**src/hw/rtl/crhc_pkg.sv**
```systemverilog
package crhc_pkg;

    localparam int unsigned NOW_W  = 32;
    localparam int unsigned TEMP_W = 12;
    localparam int unsigned SP_W   = 8;
    localparam int unsigned BAND_W = 6;
    localparam int unsigned REST_W = 3;
    localparam int unsigned CMP_W  = 14;
    localparam int unsigned RMS_W  = 19;

    localparam int unsigned IN_DATA_W  = 80;
    localparam int unsigned OUT_DATA_W = 8;
    localparam int unsigned RES_W      = 5;
    localparam int unsigned ADDR_W     = 5;

    localparam logic [NOW_W-1:0] START_DELAY_MS = 32'd5000;
    localparam logic [RMS_W-1:0] REST_UNIT_MS   = 19'd60000;
    localparam logic [REST_W-1:0] REST_MAX_MIN  = 3'd5;

    localparam logic [2:0] REG_DEVICE_ENABLE  = 3'd0;
    localparam logic [2:0] REG_FAN_ENABLE     = 3'd1;
    localparam logic [2:0] REG_INLET_SP       = 3'd2;
    localparam logic [2:0] REG_INLET_BAND     = 3'd3;
    localparam logic [2:0] REG_REST_MINUTES   = 3'd4;
    localparam logic [2:0] REG_AF_SP          = 3'd5;
    localparam logic [2:0] REG_AF_BAND        = 3'd6;
    localparam logic [2:0] REG_FAN_SP         = 3'd7;

    typedef struct packed {
        logic                     filter_alarm;
        logic                     door_closed;
        logic                     fan_sensor_valid;
        logic signed [TEMP_W-1:0] fan_sensor_temp;
        logic                     antifreeze_valid;
        logic signed [TEMP_W-1:0] antifreeze_temp;
        logic                     inlet_valid;
        logic signed [TEMP_W-1:0] inlet_temp;
        logic [NOW_W-1:0]         now_ms;
    } tick_t;

    typedef struct packed {
        logic rest_pending;
        logic fan_on;
        logic compressor_on;
        logic condenser_on;
        logic evaporator_on;
    } relay_t;

    // rest time in ms; above the max it disables the rest
    function automatic logic [RMS_W-1:0] rest_time(input logic [REST_W-1:0] minutes);
        logic [RMS_W-1:0] r;
        begin
            if (minutes > REST_MAX_MIN)
            begin
                r = '0;
            end
            else
            begin
                r = RMS_W'(minutes * REST_UNIT_MS);
            end
            return r;
        end
    endfunction

    // whole degrees times ten, as a signed compare value
    function automatic logic signed [CMP_W-1:0] times_ten(input logic signed [CMP_W-1:0] x);
        return (x <<< 3) + (x <<< 1);
    endfunction

endpackage

```
**src/hw/rtl/chiller_relay_hysteresis_control.sv**
```systemverilog
// channel   direction  handshake               payload
// s_*       in         s_tvalid/s_tready       s_tdata: one tick (80 bits)
// m_*       out        m_tvalid/m_tready       m_tdata: relay word (8 bits)
// apb       in         psel&penable&pwrite     paddr/pwdata/prdata, 8 registers
//
// One word per cycle sustained while the output is not stalled. A tick is
// registered on entry, evaluated by one level of compare logic against the
// relay state and registered again on exit. The relay state updates in the
// same cycle the result register loads. A stalled output holds both stages;
// the input side still takes a word while its own register is empty. Reset
// clears valid flags, config registers, relay state and stamps, not data words.
module chiller_relay_hysteresis_control
(
    input  logic                                 clk,
    input  logic                                 rst_n,
    input  logic                                 s_tvalid,
    output logic                                 s_tready,
    // now_ms[31:0], inlet_temp[43:32], inlet_valid[44], antifreeze_temp[56:45],
    // antifreeze_valid[57], fan_sensor_temp[69:58], fan_sensor_valid[70],
    // door_closed[71], filter_alarm[72], zero[79:73]
    input  logic [crhc_pkg::IN_DATA_W-1:0]       s_tdata,
    output logic                                 m_tvalid,
    input  logic                                 m_tready,
    // evaporator_on[0], condenser_on[1], compressor_on[2], fan_on[3],
    // rest_pending[4], zero[7:5]
    output logic [crhc_pkg::OUT_DATA_W-1:0]      m_tdata,
    input  logic                                 psel,
    input  logic                                 penable,
    input  logic                                 pwrite,
    input  logic [crhc_pkg::ADDR_W-1:0]          paddr,
    input  logic [31:0]                          pwdata,
    output logic [31:0]                          prdata,
    output logic                                 pready
);

    logic                                     device_enable_reg;
    logic                                     fan_enable_reg;
    logic signed [crhc_pkg::SP_W-1:0]         inlet_sp_reg;
    logic [crhc_pkg::BAND_W-1:0]              inlet_band_reg;
    logic [crhc_pkg::REST_W-1:0]              rest_minutes_reg;
    logic signed [crhc_pkg::SP_W-1:0]         af_sp_reg;
    logic [crhc_pkg::BAND_W-1:0]              af_band_reg;
    logic signed [crhc_pkg::SP_W-1:0]         fan_sp_reg;

    logic                                     in_valid_reg;
    crhc_pkg::tick_t                          in_word_reg;
    logic                                     out_valid_reg;
    crhc_pkg::relay_t                         out_word_reg;
    crhc_pkg::relay_t                         out_word_next;

    logic                                     condenser_reg;
    logic                                     condenser_next;
    logic                                     compressor_reg;
    logic                                     compressor_next;
    logic                                     evaporator_reg;
    logic                                     evaporator_next;
    logic                                     fan_reg;
    logic                                     fan_next;
    logic [crhc_pkg::NOW_W-1:0]               start_stamp_reg;
    logic [crhc_pkg::NOW_W-1:0]               start_stamp_next;
    logic [crhc_pkg::NOW_W-1:0]               stop_stamp_reg;
    logic [crhc_pkg::NOW_W-1:0]               stop_stamp_next;

    logic                                     advance;
    logic                                     fire;
    logic                                     cfg_write;
    logic [2:0]                               cfg_sel;

    assign pready    = 1'b1;
    assign cfg_write = psel && penable && pwrite && pready;
    assign cfg_sel   = paddr[4:2];

    always_ff @(posedge clk or negedge rst_n)
    begin
        if (!rst_n)
        begin
            device_enable_reg <= 1'b0;
            fan_enable_reg    <= 1'b0;
            inlet_sp_reg      <= '0;
            inlet_band_reg    <= '0;
            rest_minutes_reg  <= '0;
            af_sp_reg         <= '0;
            af_band_reg       <= '0;
            fan_sp_reg        <= '0;
        end
        else if (cfg_write)
        begin
            unique case (cfg_sel)
                crhc_pkg::REG_DEVICE_ENABLE: device_enable_reg <= pwdata[0];
                crhc_pkg::REG_FAN_ENABLE:    fan_enable_reg    <= pwdata[0];
                crhc_pkg::REG_INLET_SP:      inlet_sp_reg      <= pwdata[7:0];
                crhc_pkg::REG_INLET_BAND:    inlet_band_reg    <= pwdata[5:0];
                crhc_pkg::REG_REST_MINUTES:  rest_minutes_reg  <= pwdata[2:0];
                crhc_pkg::REG_AF_SP:         af_sp_reg         <= pwdata[7:0];
                crhc_pkg::REG_AF_BAND:       af_band_reg       <= pwdata[5:0];
                crhc_pkg::REG_FAN_SP:        fan_sp_reg        <= pwdata[7:0];
                default:                     fan_sp_reg        <= fan_sp_reg;
            endcase
        end
    end

    always_comb
    begin
        unique case (cfg_sel)
            crhc_pkg::REG_DEVICE_ENABLE: prdata = {31'd0, device_enable_reg};
            crhc_pkg::REG_FAN_ENABLE:    prdata = {31'd0, fan_enable_reg};
            crhc_pkg::REG_INLET_SP:      prdata = {24'd0, inlet_sp_reg};
            crhc_pkg::REG_INLET_BAND:    prdata = {26'd0, inlet_band_reg};
            crhc_pkg::REG_REST_MINUTES:  prdata = {29'd0, rest_minutes_reg};
            crhc_pkg::REG_AF_SP:         prdata = {24'd0, af_sp_reg};
            crhc_pkg::REG_AF_BAND:       prdata = {26'd0, af_band_reg};
            crhc_pkg::REG_FAN_SP:        prdata = {24'd0, fan_sp_reg};
            default:                     prdata = '0;
        endcase
    end

    // pipeline control
    assign advance  = !out_valid_reg || m_tready;
    assign fire     = in_valid_reg && advance;
    assign s_tready = !in_valid_reg || advance;
    assign m_tvalid = out_valid_reg;
    assign m_tdata  = {3'd0, out_word_reg};

    always_ff @(posedge clk or negedge rst_n)
    begin
        if (!rst_n)
        begin
            in_valid_reg  <= 1'b0;
            out_valid_reg <= 1'b0;
        end
        else
        begin
            if (s_tready)
            begin
                in_valid_reg <= s_tvalid;
            end
            if (advance)
            begin
                out_valid_reg <= in_valid_reg;
            end
        end
    end

    always_ff @(posedge clk)
    begin
        if (s_tready && s_tvalid)
        begin
            in_word_reg <= s_tdata[$bits(crhc_pkg::tick_t)-1:0];
        end
        if (fire)
        begin
            out_word_reg <= out_word_next;
        end
    end

    // relay evaluation
    always_comb
    begin
        logic                                 base;
        logic                                 pending;
        logic                                 rest_ok;
        logic [crhc_pkg::NOW_W-1:0]           start_eff;
        logic [crhc_pkg::RMS_W-1:0]           rest_ms;
        logic signed [crhc_pkg::CMP_W-1:0]    af_hi;
        logic signed [crhc_pkg::CMP_W-1:0]    af_lo;
        logic signed [crhc_pkg::CMP_W-1:0]    in_hi;
        logic signed [crhc_pkg::CMP_W-1:0]    in_lo;
        logic signed [crhc_pkg::CMP_W-1:0]    fan_lo;
        logic signed [crhc_pkg::CMP_W-1:0]    af_t;
        logic signed [crhc_pkg::CMP_W-1:0]    in_t;
        logic signed [crhc_pkg::CMP_W-1:0]    fan_t;
        logic [crhc_pkg::NOW_W-1:0]           now;

        now     = in_word_reg.now_ms;
        base    = device_enable_reg && in_word_reg.door_closed && !in_word_reg.filter_alarm;
        pending = 1'b0;
        rest_ms = crhc_pkg::rest_time(rest_minutes_reg);
        rest_ok = (rest_ms == '0) || (stop_stamp_reg == '0)
                  || ((now - stop_stamp_reg) >= crhc_pkg::NOW_W'(rest_ms));

        af_hi  = crhc_pkg::times_ten(crhc_pkg::CMP_W'(af_sp_reg)
                                     + $signed({8'd0, af_band_reg}));
        in_hi  = crhc_pkg::times_ten(crhc_pkg::CMP_W'(inlet_sp_reg)
                                     + $signed({8'd0, inlet_band_reg}));
        af_lo  = crhc_pkg::times_ten(crhc_pkg::CMP_W'(af_sp_reg));
        in_lo  = crhc_pkg::times_ten(crhc_pkg::CMP_W'(inlet_sp_reg));
        fan_lo = crhc_pkg::times_ten(crhc_pkg::CMP_W'(fan_sp_reg));
        af_t   = crhc_pkg::CMP_W'(in_word_reg.antifreeze_temp);
        in_t   = crhc_pkg::CMP_W'(in_word_reg.inlet_temp);
        fan_t  = crhc_pkg::CMP_W'(in_word_reg.fan_sensor_temp);

        condenser_next   = condenser_reg;
        compressor_next  = compressor_reg;
        start_stamp_next = start_stamp_reg;
        stop_stamp_next  = stop_stamp_reg;
        start_eff        = condenser_reg ? start_stamp_reg : now;

        evaporator_next = base && in_word_reg.inlet_valid;

        priority if (!(base && in_word_reg.antifreeze_valid && in_word_reg.inlet_valid))
        begin
            condenser_next   = 1'b0;
            compressor_next  = 1'b0;
            start_stamp_next = '0;
        end
        else if (af_t > af_hi)
        begin
            priority if (in_t >= in_hi)
            begin
                condenser_next   = 1'b1;
                start_stamp_next = start_eff;
                if (rest_ok)
                begin
                    compressor_next = (now - start_eff) >= crhc_pkg::START_DELAY_MS;
                end
                else
                begin
                    pending = 1'b1;
                end
            end
            else if (in_t < in_lo)
            begin
                condenser_next   = 1'b0;
                compressor_next  = 1'b0;
                start_stamp_next = '0;
            end
            else
            begin
                condenser_next = compressor_reg;
            end
        end
        else if (af_t <= af_lo)
        begin
            condenser_next   = 1'b0;
            compressor_next  = 1'b0;
            start_stamp_next = '0;
        end
        else
        begin
            condenser_next = compressor_reg;
        end

        // compressor stop: stamp it and drop the start stamp
        if (compressor_reg && !compressor_next)
        begin
            stop_stamp_next  = now;
            start_stamp_next = '0;
        end

        fan_next = base && fan_enable_reg && in_word_reg.fan_sensor_valid && (fan_t > fan_lo);

        out_word_next.evaporator_on = evaporator_next;
        out_word_next.condenser_on  = condenser_next;
        out_word_next.compressor_on = compressor_next;
        out_word_next.fan_on        = fan_next;
        out_word_next.rest_pending  = pending;
    end

    always_ff @(posedge clk or negedge rst_n)
    begin
        if (!rst_n)
        begin
            condenser_reg   <= 1'b0;
            compressor_reg  <= 1'b0;
            evaporator_reg  <= 1'b0;
            fan_reg         <= 1'b0;
            start_stamp_reg <= '0;
            stop_stamp_reg  <= '0;
        end
        else if (fire)
        begin
            condenser_reg   <= condenser_next;
            compressor_reg  <= compressor_next;
            evaporator_reg  <= evaporator_next;
            fan_reg         <= fan_next;
            start_stamp_reg <= start_stamp_next;
            stop_stamp_reg  <= stop_stamp_next;
        end
    end

    a_comp_needs_cond: assert property (@(posedge clk) disable iff (!rst_n)
        compressor_reg |-> condenser_reg && evaporator_reg)
        else $error("compressor on without condenser or evaporator");

    a_pending_cond: assert property (@(posedge clk) disable iff (!rst_n)
        out_valid_reg && out_word_reg.rest_pending |-> out_word_reg.condenser_on)
        else $error("rest hold reported with condenser off");

    a_stop_stamp: assert property (@(posedge clk) disable iff (!rst_n)
        stop_stamp_reg != $past(stop_stamp_reg) |-> $fell(compressor_reg))
        else $error("stop stamp moved without a compressor stop");

    a_fan_base: assert property (@(posedge clk) disable iff (!rst_n)
        fire && fan_next |-> device_enable_reg && fan_enable_reg)
        else $error("fan on while disabled");

    a_out_state: assert property (@(posedge clk) disable iff (!rst_n)
        out_valid_reg |-> out_word_reg.fan_on == fan_reg
                          && out_word_reg.evaporator_on == evaporator_reg)
        else $error("pending word differs from relay state");

endmodule
```
**config.mk**
```make
export PLATFORM = sky130hd
export DESIGN_NAME = chiller_relay_hysteresis_control
export DESIGN_NICKNAME = d
export VERILOG_FILES = /design/src/hw/rtl/crhc_pkg.sv /design/src/hw/rtl/chiller_relay_hysteresis_control.sv
export SDC_FILE = /design/constraint.sdc
export NUM_CORES = 1
export LEC_CHECK = 0
export BUFFER_PORTS_ARGS = -buffer_cell sky130_fd_sc_hd__clkbuf_2
export CAP_MARGIN = 40
export CORE_UTILIZATION = 30
export DETAILED_ROUTE_END_ITERATION = 7
export GPL_TIMING_DRIVEN = 1
export PLACE_DENSITY_LB_ADDON = 0.12
export SLEW_MARGIN = 10
export SYNTH_ARGS = -nofsm -noshare
export SYNTH_HDL_FRONTEND = slang
export SYNTH_SLANG_ARGS = --single-unit
```
**constraint.sdc**
```tcl
create_clock -name clk -period 6 [get_ports clk]
set_input_delay 0.6 -clock clk [delete_from_list [all_inputs] [get_ports clk]]
set_output_delay 0.6 -clock clk [all_outputs]
set_load 0.01 [all_outputs]
```
Word level (Yosys, flattened, before mapping)
Cells that the tools add are included.

Logic and storage cells: 109. Input bits: 124. Output and inout port bits: 43. Bits in registers: 187.

Add/subtract/negate cells: 9. Multiplexer cells: 19. Reduce and logical (&&, ||, !) cells: 35. Order comparisons: 8. Equal/unequal tests: 9. $mul: 1.

Operators by type and width (number): case mux 32 bit (8 select lines) (1); two-way mux 32 bit (7); subtractor 32 bit (2); adder 11 x 9 -> 12 bit (3); >= comparator 32 x 13 -> 1 bit, second input constant (1); >= comparator 32 x 19 -> 1 bit (1); logical NOT 32 bit (1); adder 12 x 10 -> 13 bit (2); logical NOT 19 bit (1); two-way mux 19 bit (1); adder 8 x 7 -> 9 bit (2); AND reduction 2 bit (9); multiplier 3 x 11 -> 14 bit, second input constant (1); >= comparator 12 x 13 -> 1 bit (1); > comparator 12 x 13 -> 1 bit (1); logical AND 1 bit (13); == test 3 bit, second input constant (4); > comparator 12 bit (1); <= comparator 12 bit (1); < comparator 12 bit (1); two-way mux 1 bit (10); == test 3 x 2 -> 1 bit, second input constant (2); AND reduction 3 bit (2); != test 5 x 2 -> 1 bit, second input constant (1); 6 further kinds (12).

Longest topological paths before layout
Depth after elaboration: 13. Gate-level depth with buffers: 26. Gate-level depth less buffers: 25.

Worst setup path before layout
No wires, ideal clock.

Path type: register to register. From: reg af_sp_reg[0] (netlist bit). To: reg stop_stamp_reg[10] (netlist bit). Path slack: 0.895 ns. Required time: 5.875 ns. Clock period less this slack: 5.105 ns. Setup time: 0.125 ns. Cell stages (with the launch flop): 26. Buffers on the path: 1. Data arrival time: 4.980 ns. Cell sequence: dfrtp_1 -> ha_1 -> fa_1 -> a21oi_1 -> nor2_1 -> nor2_1 -> xnor2_1 -> ha_1 -> a21oi_1 -> o21bai_1 -> a21oi_1 -> o21bai_1 -> a21oi_1 -> xor2_1 -> ha_1 -> nand4_1 -> nor3_1 -> nand4_1 -> o221ai_1 -> a31oi_1 -> or4_1 -> and3_1 -> nor3_2 -> a21oi_4 -> buf_12 -> mux2_4.

Word-level cells in the longest chain between the ends: 8. Elaborated cells on any way between the ends: 11. Classes of those cells: 3 x add/sub; 2 x order compare; 3 x mux; 3 x reduce/logical.

Ends and longest elaborated chain: start, declared (RTL line chiller_relay_hysteresis_control.sv:41) `logic signed [crhc_pkg::SP_W-1:0] af_sp_reg;`; start signal, assigned (RTL line chiller_relay_hysteresis_control.sv:94) `crhc_pkg::REG_AF_SP: af_sp_reg <= pwdata[7:0];`; adder 8 x 7 -> 9 bit / adder 11 x 9 -> 12 bit (equally long branches) (RTL line chiller_relay_hysteresis_control.sv:182, crhc_pkg.sv:67); adder 12 x 10 -> 13 bit / <= comparator 12 bit (equally long branches) (RTL line crhc_pkg.sv:67, chiller_relay_hysteresis_control.sv:232); > comparator 12 x 13 -> 1 bit / two-way mux 1 bit (equally long branches) (RTL line chiller_relay_hysteresis_control.sv:206, chiller_relay_hysteresis_control.sv:232); two-way mux 1 bit * (RTL line chiller_relay_hysteresis_control.sv:206) `else if (af_t > af_hi)`; two-way mux 1 bit * (RTL line chiller_relay_hysteresis_control.sv:200) `priority if (!(base && in_word_reg.antifreeze_valid && in_word_reg.inlet_valid))`; logical NOT 1 bit * (RTL line chiller_relay_hysteresis_control.sv:244) `if (compressor_reg && !compressor_next)`; logical AND 1 bit * (RTL line chiller_relay_hysteresis_control.sv:244); AND reduction 2 bit (no source line) *; end signal, assigned (RTL line chiller_relay_hysteresis_control.sv:277) `stop_stamp_reg <= stop_stamp_next;`; end, declared (RTL line chiller_relay_hysteresis_control.sv:61) `logic [crhc_pkg::NOW_W-1:0] stop_stamp_reg;`.

Every way passes the cells marked *; elsewhere a longest branch is shown, timed or not. A chain may end at the register's enable or synchronous reset.

Worst setup path after layout
From: reg af_band_reg[0] (netlist bit). To: reg stop_stamp_reg[28] (netlist bit).

Word-level cells in the longest chain between the ends: 8.

Ends and longest elaborated chain: start, declared (RTL line chiller_relay_hysteresis_control.sv:42) `logic [crhc_pkg::BAND_W-1:0] af_band_reg;`; start signal, assigned (RTL line chiller_relay_hysteresis_control.sv:95) `crhc_pkg::REG_AF_BAND: af_band_reg <= pwdata[5:0];`; adder 8 x 7 -> 9 bit (RTL line chiller_relay_hysteresis_control.sv:182) `+ $signed({8'd0, af_band_reg}));`; adder 12 x 10 -> 13 bit (RTL line crhc_pkg.sv:67) `return (x <<< 3) + (x <<< 1);`; > comparator 12 x 13 -> 1 bit (RTL line chiller_relay_hysteresis_control.sv:206); two-way mux 1 bit (RTL line chiller_relay_hysteresis_control.sv:206); two-way mux 1 bit (RTL line chiller_relay_hysteresis_control.sv:200); logical NOT 1 bit (RTL line chiller_relay_hysteresis_control.sv:244); logical AND 1 bit (RTL line chiller_relay_hysteresis_control.sv:244); AND reduction 2 bit (no source line).

No other way between the ends.

==> key figures <==
Run status
  – Status: finished, violations left
  – Failing checks: design-rule violations

Pwr
  – Leakage: between 0.007 and 0.008 µW
  – Power Density: 389 nW/µm²
  – Peak VDD IR: about 0.00024 V
  – Final total power: around 6900 µW

Layout
  – # diodes: 0
  – Max reg flops: 73
  – Share of layout cells above drive strength 1: between 10% and 20%
  – Layout area overhead: 10.9%
  – Non-filler cells, final: ~2,500
  – Nets: roughly 2,100
  – Multi-input gate area: a little over 10,000 µm²
  – Seq. cell area: around 5100 µm²
  – Number of fill cells: 5,420

STA
  – Crit path time final: between 5 and 6 ns
  – Hold Worst Slack: 0.163 ns
  – Final hold vios: 0
  – Fin Setup TNS: 0 ns
  – Worst slew pin tran: a little under 0.9 ns
  – RSZ-0062 raised after global routing: false
  – Clk_skew: ~0.017 ns
  – Count of final max-slew check failures: 0
  – Crit share post-route: ~93%
  – Final setup margin: about 0.42 ns
  – Final Setup Violations: 0
  – Slew headroom: 41.9%
  – Achievable frequency: ~180 MHz

Critical path
  – Setup Crit Path Kind: reg2reg
  – R2R Setup Slk: between 0.4 and 0.5 ns
  – Worst Setup EP: stop_stamp_reg[28]$_DFFE_PN0P_
  – Worst-case reg-to-reg path depth: 25
  – Critical path launch point: af_band_reg[0]$_DFFE_PN0P_
  – CP max-delay cell: or4_4
  – CP required: 6.37 ns
  – Worst Path Arrival: approximately 6.0 ns
  – Max FO, Critical Path: 32
  – Max stage delay on crit path: between 0.5 and 0.6 ns
  – Worst r2r src: af_band_reg[0]$_DFFE_PN0P_
  – End of the worst register-to-register path: stop_stamp_reg[28]$_DFFE_PN0P_
  – Critical Path Start Type: flip-flop
  – CP Capture Type: flip-flop

Drt
  – Final WL: 44,200 µm
  – Vias per inst: around 5.2
  – DRC: 11
  – Vias: 12,800
  – Wire per inst: between 15 and 20 µm
  – First drt pass iteration count: 7
  – Final ANT Viol Nets: 0
  – 1st-iter DRT viols: 570

CTS
  – CTS tree: yes
  – Maximum root-to-sink buffer count: 2
  – Root buf cell: clkbuf_16
  – Number of H-tree levels: 4
  – CTS clk-pin slew, worst paths: about 0.080 ns
  – Cts bufs inserted: 17
  – Clock sink count: 187
  – Total setup buffers inserted after CTS: 0
  – Skew-Pair Late Insertion Delay: ~0.5 ns

Synthesis
  – Number of synthesized register bits: approximately 190
  – Largest area contributor in the netlist: dfrtp_1
  – YS warnings: 0
  – Post-synth EDFFs: between 70 and 80
  – FFs w/ async S/R, synth: roughly three fifths
  – Main synth FF type: dfrtp_1
  – Synthesized area: 16,100 µm²
  – Mean Syn Cell Area: between 9 and 10 µm²
  – Cells after synthesis: about 1,700
  – Area share of the largest cell type after synthesis: 17.0%
  – Yosys cell types: between 90 and 100
  – Top post-synthesis cells by area: dfrtp_1 (17%), ha_1 (15%), edfxtp_1 (15%), a21oi_1 (4.1%), nand2_1 (3.6%)
  – Share of the yosys chip area belonging to registers: between 30% and 40%

Floorplan
  – Die height: approximately 230 µm
  – Core ar.: approximately 53,000 µm²
  – Starting density of the core: a little under a third
  – # rows: 84
  – I/O Pins: between 150 and 200
  – Die area: approximately 54,000 µm²
  – Die width: 233 µm

Place
  – Placed wire-length estimate: roughly 35,000 µm
  – Placed Cells: about 2,400
  – I/O Buffers: 105
  – Placer Congestion: ~0.85
  – Post-place setup slack: about 0.21 ns

Global route
  – Vias in the first global route: around 12,000
  – GRT Residual Overflow: 0
  – First-pass GRT wire length: roughly 70,000 µm
  – Largest net degree at the start of global routing: 58
  – GR Util All Layers: 16.7%
  – Initial antenna violation count: 0

Run
  – MaxCap Viol Count: 0

Hold path
  – Worst min path class: in2async
## report_power, final
group          leakage, µW  switching (µW)  internal (µW)
Sequential         0.00213             218           1520
Combinational      0.00528            2210           1710
Clock             0.000303             594            670
## cell families after synthesis
group / Yosys count / synth area share (%)
AO/OA/AOI/OAI: 457 / 18.9
AND/OR/NAND/NOR: 447 / 13.9
adder cells (fa/ha/maj): 203 / 16.3
buffers and inverters: 198 / 6.00
flip-flops: 187 / 31.6
multiplexers: 114 / 8.64
XOR/XNOR: 84 / 4.58
other: 2 / 0.0468
## how the worst min path moves through the flow
stage,startpoint,to,slack (ns),cells past startpoint
6_report,rst_n,af_sp_reg[4]$_DFFE_PN0P_,0.16,1
5_1_grt,rst_n,af_sp_reg[2]$_DFFE_PN0P_,0.21,1
4_1_cts,rst_n,inlet_sp_reg[2]$_DFFE_PN0P_,0.17,1
3_5_place_dp,start_stamp_reg[23]$_DFFE_PN0P_,start_stamp_reg[23]$_DFFE_PN0P_,0.47,2
3_3_place_gp,start_stamp_reg[1]$_DFFE_PN0P_,start_stamp_reg[1]$_DFFE_PN0P_,0.46,2
2_1_floorplan,rst_n,af_band_reg[0]$_DFFE_PN0P_,0.30,0
## per-layer routing
metal	track usage (%)	wire length, µm	vias to the layer above	part of all wire [%]
met4	5.58	770	0	1.7
met5	0	0	-	0
met1	23.2	22000	6135	50
met3	2.64	1450	40	3.3
met2	26.3	20000	228	45
li1	-	-	6350	-
## stage by stage
step	instance area, µm²	utilization (%)
CTS	17800	33.7
floorplan	16200	-
detailed placement	17200	32.5
global placement	17100	32.5
finish	17800	33.8
global route	17800	33.8
## what timing repair did
action	CTS	global route
endpoints found under the setup margin	0	53
gates resized for setup	0	4
hold buffers	0	0
## cell type report
cell class | instances | share of cell area, %
multi-input cells | 1333 | 57.1
flip-flops and latches | 187 | 28.5
repair buffers | 120 | 3.76
well taps | 688 | 4.83
inverters | 111 | 2.34
clock inverters | 15 | 1.15
clock buffers | 17 | 2.39
## synth_stat cells (14+ instances only)
library cell / instances
ha_1: 192
nand2_1: 153
a21oi_1: 131
inv_1: 111
dfrtp_1: 109
nor2_1: 92
edfxtp_1: 78
o21ai_0: 77
xnor2_1: 59
mux2_2: 41
mux2i_1: 40
a21o_1: 39
o31ai_1: 39
buf_4: 33
nand4_1: 33
mux2_4: 29
o21bai_1: 29
nand3_1: 28
o21a_1: 26
clkbuf_1: 25
xor2_1: 25
nor4_1: 22
nor2b_1: 21
nor3_1: 19
buf_2: 18
a31oi_1: 14
nand2b_1: 14
## layout by cell type (no fill, tap or decap), drive strengths merged, types with 70 or more instances in the layout
cell type / netlist / final
mux2: 70 / 70
clkbuf: 27 / 121
nand2: 153 / 153
dfrtp: 109 / 109
o21ai: 85 / 85
inv: 111 / 118
a21oi: 136 / 136
ha: 192 / 192
edfxtp: 78 / 78
nor2: 93 / 93
## critical path, delay by kind of cell (launching register included)
family	cells	cell delay (ns)
compound gates	9	1.24
xor+xnor	2	0.28
fa+ha+maj	4	1.25
buf+inv	1	0.20
flops	1	0.41
mux	1	0.32
simple gates	8	1.74
Note: power is estimated with default switching activity, not from simulation.
